### src/sv/knn_top_k_list_macros.svh
// ----------------------------------------------------------------------------
// knn_top_k_list assertion macros
// concurrent assertion wrappers, empty when SYNTHESIS is defined
// ----------------------------------------------------------------------------
`ifndef KNN_TOP_K_LIST_MACROS_SVH
`define KNN_TOP_K_LIST_MACROS_SVH

`ifndef SYNTHESIS
`define KNN_ASSERT(lbl, ck, rn, prop, msg) \
	lbl: assert property (@(posedge ck) disable iff (!rn) prop) else $error(msg);
`define KNN_ASSERT_NEVER(lbl, ck, rn, expr, msg) \
	lbl: assert property (@(posedge ck) disable iff (!rn) !(expr)) else $error(msg);
`else
`define KNN_ASSERT(lbl, ck, rn, prop, msg)
`define KNN_ASSERT_NEVER(lbl, ck, rn, expr, msg)
`endif

`endif

### src/sv/knn_pkg.sv
`timescale 1ns / 1ps
// ----------------------------------------------------------------------------
// knn_pkg
// shared constants and types of the k nearest neighbor list
// ----------------------------------------------------------------------------
package knn_pkg;

	localparam int LIST_SIZE = 16;
	localparam int SLOT_W    = (LIST_SIZE > 1) ? $clog2(LIST_SIZE) : 1;
	localparam int CNT_W     = $clog2(LIST_SIZE + 1);
	localparam int ID_W      = 24;
	localparam int DIST_W    = 48;
	localparam int COORD_W   = 16;
	localparam int SQ_W      = 2 * (COORD_W + 1);
	localparam int KEY_W     = DIST_W + ID_W + SLOT_W;
	localparam int CMDQ_DEPTH = 4;
	localparam int CMDQ_AW    = $clog2(CMDQ_DEPTH);

	localparam logic [1:0] KIND_CLEAR = 2'd0;
	localparam logic [1:0] KIND_COORD = 2'd1;
	localparam logic [1:0] KIND_READ  = 2'd2;

	typedef enum logic [1:0] {
		OP_CLEAR,
		OP_OFFER,
		OP_READ
	} cmd_op_t;

	typedef struct packed {
		cmd_op_t             op;
		logic [ID_W-1:0]     id;
		logic [DIST_W-1:0]   dist_val;
	} cmd_t;

	typedef struct packed {
		logic full;
		logic empty;
	} q_stat_t;

	typedef enum logic [1:0] {
		BK_IDLE,
		BK_WORST,
		BK_SCAN,
		BK_EMIT
	} bk_state_t;

endpackage

### src/sv/knn_cmd_fifo.sv
`timescale 1ns / 1ps
// ----------------------------------------------------------------------------
// knn_cmd_fifo
// short command queue between the front and the back
// ----------------------------------------------------------------------------
module knn_cmd_fifo
	import knn_pkg::*;
(
	input  logic    clk,
	input  logic    arst_n,
	input  logic    push,
	input  cmd_t    push_cmd,
	input  logic    pop,
	output cmd_t    head_cmd,
	output q_stat_t stat
);

	cmd_t                 entries_q [CMDQ_DEPTH];
	logic [CMDQ_AW-1:0]   wr_ptr_q;
	logic [CMDQ_AW-1:0]   rd_ptr_q;
	logic [CMDQ_AW:0]     count_q;
	logic                 do_push;
	logic                 do_pop;

	assign stat.full  = (count_q == (CMDQ_AW + 1)'(CMDQ_DEPTH));
	assign stat.empty = (count_q == '0);
	assign do_push    = push && !stat.full;
	assign do_pop     = pop && !stat.empty;
	assign head_cmd   = entries_q[rd_ptr_q];

	always_ff @(posedge clk or negedge arst_n) begin
		if (!arst_n) begin
			wr_ptr_q <= '0;
			rd_ptr_q <= '0;
			count_q  <= '0;
		end else begin
			if (do_push) wr_ptr_q <= wr_ptr_q + 1'b1;
			if (do_pop)  rd_ptr_q <= rd_ptr_q + 1'b1;
			if (do_push && !do_pop) count_q <= count_q + 1'b1;
			else if (do_pop && !do_push) count_q <= count_q - 1'b1;
		end
	end

	always_ff @(posedge clk) begin
		if (do_push) entries_q[wr_ptr_q] <= push_cmd;
	end

endmodule

### src/sv/knn_front.sv
`timescale 1ns / 1ps
// ----------------------------------------------------------------------------
// knn_front
// accepts items, squares coordinate differences and accumulates distances
// ----------------------------------------------------------------------------
module knn_front
	import knn_pkg::*;
(
	input  logic                clk,
	input  logic                arst_n,
	input  logic                s_axis_tvalid,
	output logic                s_axis_tready,
	input  logic [1:0]          kind,
	input  logic [ID_W-1:0]     point_id,
	input  logic [COORD_W-1:0]  data_coord,
	input  logic [COORD_W-1:0]  query_coord,
	input  logic                last_coord,
	input  q_stat_t             q_stat,
	output logic                push,
	output cmd_t                push_cmd
);

	logic                 valid_s1;
	logic [1:0]           kind_s1;
	logic [ID_W-1:0]      id_s1;
	logic [SQ_W-1:0]      sq_s1;
	logic                 last_s1;
	logic [DIST_W-1:0]    accum_q;

	logic signed [COORD_W:0]   diff;
	logic signed [SQ_W-1:0]    sq_full;
	logic [DIST_W:0]           sum_wide;
	logic [DIST_W-1:0]         sum_sat;
	logic                      needs_push;
	logic                      retire;

	assign diff    = $signed({data_coord[COORD_W-1], data_coord})
	               - $signed({query_coord[COORD_W-1], query_coord});
	assign sq_full = diff * diff;

	assign sum_wide = {1'b0, accum_q} + (DIST_W + 1)'(sq_s1);
	assign sum_sat  = sum_wide[DIST_W] ? {DIST_W{1'b1}} : sum_wide[DIST_W-1:0];

	assign needs_push = valid_s1 && ((kind_s1 == KIND_CLEAR) || (kind_s1 == KIND_READ)
	                  || ((kind_s1 == KIND_COORD) && last_s1));
	assign push       = needs_push && !q_stat.full;
	assign retire     = valid_s1 && (!needs_push || !q_stat.full);
	assign s_axis_tready = !valid_s1 || retire;

	always_comb begin
		push_cmd.id       = id_s1;
		push_cmd.dist_val = sum_sat;
		unique case (kind_s1)
			KIND_CLEAR: push_cmd.op = OP_CLEAR;
			KIND_READ:  push_cmd.op = OP_READ;
			default:    push_cmd.op = OP_OFFER;
		endcase
	end

	always_ff @(posedge clk or negedge arst_n) begin
		if (!arst_n) begin
			valid_s1 <= 1'b0;
			accum_q  <= '0;
		end else begin
			if (s_axis_tready) valid_s1 <= s_axis_tvalid;
			if (retire) begin
				if (kind_s1 == KIND_CLEAR) accum_q <= '0;
				else if (kind_s1 == KIND_COORD) accum_q <= last_s1 ? '0 : sum_sat;
			end
		end
	end

	always_ff @(posedge clk) begin
		if (s_axis_tready && s_axis_tvalid) begin
			kind_s1 <= kind;
			id_s1   <= point_id;
			sq_s1   <= sq_full;
			last_s1 <= last_coord;
		end
	end

endmodule

### src/sv/knn_back.sv
`timescale 1ns / 1ps
// ----------------------------------------------------------------------------
// knn_back
// neighbor list: insert, worst-entry rescan and sorted readout
// ----------------------------------------------------------------------------
`include "knn_top_k_list_macros.svh"

module knn_back
	import knn_pkg::*;
(
	input  logic               clk,
	input  logic               arst_n,
	input  cmd_t               cmd,
	input  q_stat_t            q_stat,
	output logic               pop,
	output logic               m_axis_tvalid,
	input  logic               m_axis_tready,
	output logic [ID_W-1:0]    nearest_id,
	output logic [DIST_W-1:0]  distance,
	output logic               valid_res,
	output logic               last
);

	logic [ID_W-1:0]    ids_q   [LIST_SIZE];
	logic [DIST_W-1:0]  dists_q [LIST_SIZE];

	bk_state_t          state_q;
	bk_state_t          state_d;
	logic [CNT_W-1:0]   fill_q;
	logic [DIST_W-1:0]  worst_dist_q;
	logic [SLOT_W-1:0]  worst_slot_q;
	logic [SLOT_W-1:0]  idx_q;
	logic [CNT_W-1:0]   emit_cnt_q;
	logic               have_prev_q;
	logic               found_q;
	logic               out_valid_q;
	logic [KEY_W-1:0]   best_q;
	logic [KEY_W-1:0]   prev_q;

	logic               full;
	logic               wr_en;
	logic [SLOT_W-1:0]  wr_slot;
	logic [ID_W-1:0]    rd_id;
	logic [DIST_W-1:0]  rd_dist;
	logic [KEY_W-1:0]   cand;
	logic               take;
	logic               scan_end;
	logic               worst_end;
	logic               out_free;
	logic               emit_last;
	logic               emit;

	assign full      = (fill_q == CNT_W'(LIST_SIZE));
	assign wr_en     = pop && (cmd.op == OP_OFFER) && (!full || (cmd.dist_val < worst_dist_q));
	assign wr_slot   = full ? worst_slot_q : fill_q[SLOT_W-1:0];
	assign rd_id     = ids_q[idx_q];
	assign rd_dist   = dists_q[idx_q];
	assign cand      = {rd_dist, rd_id, idx_q};
	assign take      = (!have_prev_q || (cand > prev_q)) && (!found_q || (cand < best_q));
	assign scan_end  = (CNT_W'(idx_q) == fill_q - 1'b1);
	assign worst_end = (idx_q == SLOT_W'(LIST_SIZE - 1));
	assign out_free  = !out_valid_q || m_axis_tready;
	assign emit_last = (fill_q == '0) || (emit_cnt_q + 1'b1 == fill_q);
	assign emit      = (state_q == BK_EMIT) && out_free;
	assign m_axis_tvalid = out_valid_q;

	always_comb begin
		state_d = state_q;
		pop     = 1'b0;
		unique case (state_q)
			BK_IDLE: begin
				if (!q_stat.empty) begin
					pop = 1'b1;
					unique case (cmd.op)
						OP_OFFER: begin
							if (!full) begin
								if (fill_q == CNT_W'(LIST_SIZE - 1)) state_d = BK_WORST;
							end else if (cmd.dist_val < worst_dist_q) begin
								state_d = BK_WORST;
							end
						end
						OP_READ:  state_d = (fill_q == '0) ? BK_EMIT : BK_SCAN;
						default:  state_d = BK_IDLE;
					endcase
				end
			end
			BK_WORST: begin
				if (worst_end) state_d = BK_IDLE;
			end
			BK_SCAN: begin
				if (scan_end) state_d = BK_EMIT;
			end
			BK_EMIT: begin
				if (out_free) state_d = emit_last ? BK_IDLE : BK_SCAN;
			end
			default: state_d = BK_IDLE;
		endcase
	end

	always_ff @(posedge clk or negedge arst_n) begin
		if (!arst_n) begin
			state_q <= BK_IDLE;
		end else begin
			state_q <= state_d;
		end
	end

	always_ff @(posedge clk or negedge arst_n) begin
		if (!arst_n) begin
			fill_q       <= '0;
			worst_dist_q <= '0;
			worst_slot_q <= '0;
			idx_q        <= '0;
			emit_cnt_q   <= '0;
			have_prev_q  <= 1'b0;
			found_q      <= 1'b0;
			out_valid_q  <= 1'b0;
		end else begin
			if (m_axis_tready) out_valid_q <= 1'b0;
			unique case (state_q)
				BK_IDLE: begin
					idx_q       <= '0;
					emit_cnt_q  <= '0;
					have_prev_q <= 1'b0;
					found_q     <= 1'b0;
					if (pop && (cmd.op == OP_CLEAR)) fill_q <= '0;
					if (wr_en && !full) fill_q <= fill_q + 1'b1;
				end
				BK_WORST: begin
					if ((idx_q == '0) || (rd_dist > worst_dist_q)) begin
						worst_dist_q <= rd_dist;
						worst_slot_q <= idx_q;
					end
					idx_q <= worst_end ? '0 : idx_q + 1'b1;
				end
				BK_SCAN: begin
					if (take) found_q <= 1'b1;
					idx_q <= scan_end ? '0 : idx_q + 1'b1;
				end
				BK_EMIT: begin
					if (out_free) begin
						out_valid_q <= 1'b1;
						have_prev_q <= 1'b1;
						found_q     <= 1'b0;
						emit_cnt_q  <= emit_cnt_q + 1'b1;
						idx_q       <= '0;
					end
				end
				default: idx_q <= '0;
			endcase
		end
	end

	always_ff @(posedge clk) begin
		if (wr_en) begin
			ids_q[wr_slot]   <= cmd.id;
			dists_q[wr_slot] <= cmd.dist_val;
		end
		if ((state_q == BK_SCAN) && take) best_q <= cand;
		if (emit) begin
			prev_q    <= best_q;
			valid_res <= (fill_q != '0);
			last      <= emit_last;
			if (fill_q == '0) begin
				nearest_id <= '0;
				distance   <= '0;
			end else begin
				nearest_id <= best_q[SLOT_W +: ID_W];
				distance   <= best_q[SLOT_W + ID_W +: DIST_W];
			end
		end
	end

	`KNN_ASSERT(a_fill_bound, clk, arst_n, (fill_q <= CNT_W'(LIST_SIZE)), "fill count past list size")
	`KNN_ASSERT(a_emit_found, clk, arst_n, ((state_q == BK_EMIT) && (fill_q != '0)) |-> found_q, "emit without a selected entry")
	`KNN_ASSERT(a_worst_full, clk, arst_n, (state_q == BK_WORST) |-> full, "worst rescan on a list that is not full")
	`KNN_ASSERT_NEVER(a_pop_busy, clk, arst_n, pop && (state_q != BK_IDLE), "command taken while busy")

endmodule

### src/sv/knn_top_k_list.sv
`timescale 1ns / 1ps
// path: a finished point goes from the front register through the command FIFO into the list
// throughput: one item per cycle in; clear, read and last items wait while the queue is full
// list side: an insert writes one slot, then a worst-entry rescan over all slots once full
// readout: each entry is picked by a selection scan over one read port, then emitted
// reset: arst_n clears all control state at once; list contents undefined, no clearing pass
// ----------------------------------------------------------------------------
// knn_top_k_list
// brute force k nearest neighbor list with sorted readout
// ----------------------------------------------------------------------------
module knn_top_k_list
	import knn_pkg::*;
(
	input  logic        clk,
	input  logic        arst_n,
	input  logic        s_axis_tvalid,
	output logic        s_axis_tready,
	input  logic [55:0] s_axis_tdata,   // point_id, data_coord, query_coord
	input  logic [1:0]  s_axis_tuser,   // kind
	input  logic        s_axis_tlast,
	output logic        m_axis_tvalid,
	input  logic        m_axis_tready,
	output logic [71:0] m_axis_tdata,   // nearest_id, distance
	output logic        m_axis_tuser,   // valid_res
	output logic        m_axis_tlast
);

	q_stat_t            q_stat;
	logic               push;
	logic               pop;
	cmd_t               push_cmd;
	cmd_t               head_cmd;
	logic [ID_W-1:0]    nearest_id;
	logic [DIST_W-1:0]  distance;

	knn_front u_front (
		.clk           (clk),
		.arst_n        (arst_n),
		.s_axis_tvalid (s_axis_tvalid),
		.s_axis_tready (s_axis_tready),
		.kind          (s_axis_tuser),
		.point_id      (s_axis_tdata[23:0]),
		.data_coord    (s_axis_tdata[39:24]),
		.query_coord   (s_axis_tdata[55:40]),
		.last_coord    (s_axis_tlast),
		.q_stat        (q_stat),
		.push          (push),
		.push_cmd      (push_cmd)
	);

	knn_cmd_fifo u_fifo (
		.clk      (clk),
		.arst_n   (arst_n),
		.push     (push),
		.push_cmd (push_cmd),
		.pop      (pop),
		.head_cmd (head_cmd),
		.stat     (q_stat)
	);

	knn_back u_back (
		.clk           (clk),
		.arst_n        (arst_n),
		.cmd           (head_cmd),
		.q_stat        (q_stat),
		.pop           (pop),
		.m_axis_tvalid (m_axis_tvalid),
		.m_axis_tready (m_axis_tready),
		.nearest_id    (nearest_id),
		.distance      (distance),
		.valid_res     (m_axis_tuser),
		.last          (m_axis_tlast)
	);

	assign m_axis_tdata = {distance, nearest_id};

endmodule

### config.mk
export PLATFORM = sky130hd
export DESIGN_NAME = knn_top_k_list
export DESIGN_NICKNAME = d
export VERILOG_FILES = /design/src/sv/knn_pkg.sv /design/src/sv/knn_cmd_fifo.sv /design/src/sv/knn_front.sv /design/src/sv/knn_back.sv /design/src/sv/knn_top_k_list.sv
export VERILOG_INCLUDE_DIRS = /design/src /design/src/sv
export SDC_FILE = /design/constraint.sdc
export NUM_CORES = 2
export LEC_CHECK = 0
export BUFFER_PORTS_ARGS = -buffer_cell sky130_fd_sc_hd__buf_2
export CORE_ASPECT_RATIO = 0.8
export CORE_UTILIZATION = 30
export CTS_CLUSTER_SIZE = 12
export DETAILED_ROUTE_END_ITERATION = 8
export HOLD_SLACK_MARGIN = 0.02
export PLACE_DENSITY = 0.55
export SLEW_MARGIN = 10
export SYNTH_ARGS = -nofsm -noshare
export SYNTH_HDL_FRONTEND = slang
export SYNTH_SLANG_ARGS = --single-unit
### constraint.sdc
create_clock -name clk -period 17.7 [get_ports clk]
set_input_delay 5.31 -clock clk [delete_from_list [all_inputs] [get_ports clk]]
set_output_delay 5.31 -clock clk [all_outputs]
set_load 0.01 [all_outputs]
==> impl_metrics.py <==
metrics = {
    "synthesis": {
        "synth_edf_count": 1734,
        "ys_seq_area_frac": 0.626,
        "synth_area_um2": 88200,
        "synth_area_leader_cell": "edfxtp_1",
        "synthesis.nets": 6139,
        "syn_inst": 5404,
        "synth_seq_cells": 1861,
        "yosysWarnings": 0,
        "syn_avg_cell_area_um2": 16.3,
        "ys_types": 105,
        "async_flop_share": 0.0682,
        "synth_ff_type": "edfxtp_1",
        "synth.area.top_cells": "edfxtp_1 59%, mux4_2 11%, fa_1 6.2%",
        "synth_top_cell_area_share": 0.590,
    },
    "worst_setup_path": {
        "worstReg2RegStart": "u_back.idx_q[0]",
        "criticalPathCategory": "primary input to flop",
        "arrival_ns": 14.47,
        "cp_common_cell": "fa_1",
        "startpoint": "s_axis_tdata[24]",
        "end_kind": "flop",
        "crit_path_start_kind": "primary input",
        "worstPathMaxFanout": 22,
        "worstPathRequired_ns": 18.29,
        "critPathSlowestCell": "fa_1",
        "max_stage_delay_ns": 0.72,
    },
    "placed_design": {
        "place.gp.congestion": 0.828,
        "dpl_cell_area_um2": 93700,
        "placed_cells": 9261,
        "portBuffers": 138,
        "hpwl_um": 137000,
    },
    "sta": {
        "finalClockSkew_ns": 0.0364,
        "worst_hold_slack_ns": 0.443,
        "setup-tns-final_ns": 0,
        "hold_viol": 0,
        "fmax_mhz": 72.0,
        "rsz0062_at_grt": "no",
        "fin_crit_ns": 13.88,
        "drv_slew": 0,
        "setup_viol": 0,
        "layout_worst_path_cycle_share": 0.784,
        "max_slew_margin": 0.286,
        "worstMarginPinSlew_ns": 1.07,
    },
    "drt": {
        "post_drt_wl_per_cell_um": 22.5,
        "ant_nets": 0,
        "drt_pass1_iterations": 5,
        "drc_errors": 0,
        "via_count": 47900,
        "drt_wl_total_um": 216000,
        "avgViaCountPerCell": 4.99,
        "first_iter_violations": 3906,
    },
    "floorplan": {
        "boundaryPins": 139,
        "die-area_um2": 296000,
        "die_h_um": 487,
        "start_util": 0.303,
        "die_w_um": 608,
        "rows": 177,
        "core_um2": 292000,
    },
    "finish": {
        "drive_above_1_share": 0.166,
        "syn_to_final_growth_pct": 12.4,
        "fillers": 27700,
        "final_cell_mix": "1,734 x edfxtp_1, 593 x inv_1, 434 x mux4_2",
        "ff_latch_area_um2": 55300,
        "layout.nets": 6336,
        "final_cells": 9582,
        "fin_area_um2": 99200,
        "multi_input_area_um2": 30000,
        "final_common_cell": "edfxtp_1",
    },
    "grt": {
        "grt_antenna_before_repair": 5,
        "grt_max_degree": 109,
        "track_usage": 0.145,
        "grt_pass1_vias": 49600,
        "grt_first_pass_wirelength_um": 324000,
        "grt_overflow": 0,
    },
    "job": {
        "cap_violations": 0,
    },
    "cts": {
        "cts_hold_buffers": 0,
        "clk_latency_ns": 0.81,
        "clock_path_buffers": 3,
        "cts_root_buf": "clkbuf_16",
        "numCtsBuffers": 186,
        "cts_num_sinks": 1861,
        "path_clk_slew_ns": 0.06,
        "htreeDepth": 4,
        "cts_tree": "built",
        "post-cts-setup-buffers": 0,
        "cts_resized": 0,
    },
    "run_status": {
        "status": "finished, final reports clean",
    },
    "hold_path": {
        "hp-class": "flop to flop",
        "min-delay-start": "u_back.best_q[0]",
    },
}
[per-layer routing]
| layer | GRT usage | wire, um | vias to the layer above |
|---|---|---|---|
| met5 | 0 | 0 | - |
| met4 | 0.0305 | 3670 | 0 |
| met3 | 0.0237 | 13300 | 253 |
| met2 | 0.225 | 96500 | 1379 |
| met1 | 0.213 | 102000 | 25300 |
| li1 | - | - | 20900 |
[worst max-delay path, delay by kind of cell]
kind                     cells  cell delay (ns)
adder cells (fa/ha/maj)      9             4.51
AND/OR/NAND/NOR              2             0.35
AO/OA/AOI/OAI               13             3.28
buffers and inverters        5             0.85
multiplexers                 1             0.14
[registers in the layout, indices dropped and copies added, names as in the netlist, 3 cells and up]
signal               flops
u_back.best_q           76
u_back.distance         48
u_back.dists_q         768
u_back.emit_cnt_q        5
u_back.fill_q            5
u_back.ids_q           384
u_back.idx_q             4
u_back.nearest_id       24
u_back.prev_q           76
u_back.worst_dist_q     48
u_back.worst_slot_q      4
u_fifo.count_q           3
u_fifo.entries_q       296
u_front.accum_q         48
u_front.id_s1           24
u_front.sq_s1           33
[final cells by class]
type	count	share of cell area
diodes	1	0.0000252
clock buffers	278	0.0522
clock inverters	42	0.00382
inverters	598	0.0227
multi-input cells	2735	0.302
flip-flops and latches	1861	0.557
well taps	3848	0.0485
repair buffers	219	0.0134
[stage by stage]
stage                     setup slack (ns)   util
after CTS                             3.87  0.340
after floorplan                       4.33      -
after global routing                  3.22  0.340
after detailed placement              2.98  0.321
final                                 3.82  0.340
after global placement                3.25  0.321
[logic make-up after synthesis]
kind of cell / after synthesis / synth area share
buffers and inverters: 808 / 0.0359
AND/OR/NAND/NOR: 850 / 0.0449
flip-flops: 1861 / 0.626
multiplexers: 442 / 0.112
AO/OA/AOI/OAI: 679 / 0.0536
XOR/XNOR: 92 / 0.00913
adder cells (fa/ha/maj): 672 / 0.119
[Yosys cell counts (31+ instances only)]
cell type  count
edfxtp_1    1734
inv_1        594
mux4_2       434
ha_1         398
fa_1         274
nand2_1      273
nor2_1       266
clkbuf_1     146
a21oi_1      134
dfrtp_1      127
o21ai_0      105
a21o_1        91
o211ai_1      75
xnor2_1       61
nand3_1       58
nand4_1       49
o311ai_1      47
buf_1         41
nor3_1        35
a22o_1        34
xor2_1        31
[worst paths after layout]
kind	slack, ns	cells after the start	to
worst max-delay path	3.82	30	u_front.sq_s1[33]
worst min-delay path	0.44	0	u_back.prev_q[0]
worst max register to register	9.31	15	u_back.worst_dist_q[25]
worst min register to register	0.44	0	u_back.prev_q[0]
max in group asynchronous	11.52	2	u_fifo.rd_ptr_q[0]
min in group asynchronous	4.61	1	u_back.worst_dist_q[41]
Power is left out: the tool's default activity adds up to more than one toggle a clock period on the data nets, which glitch-free logic cannot reach.
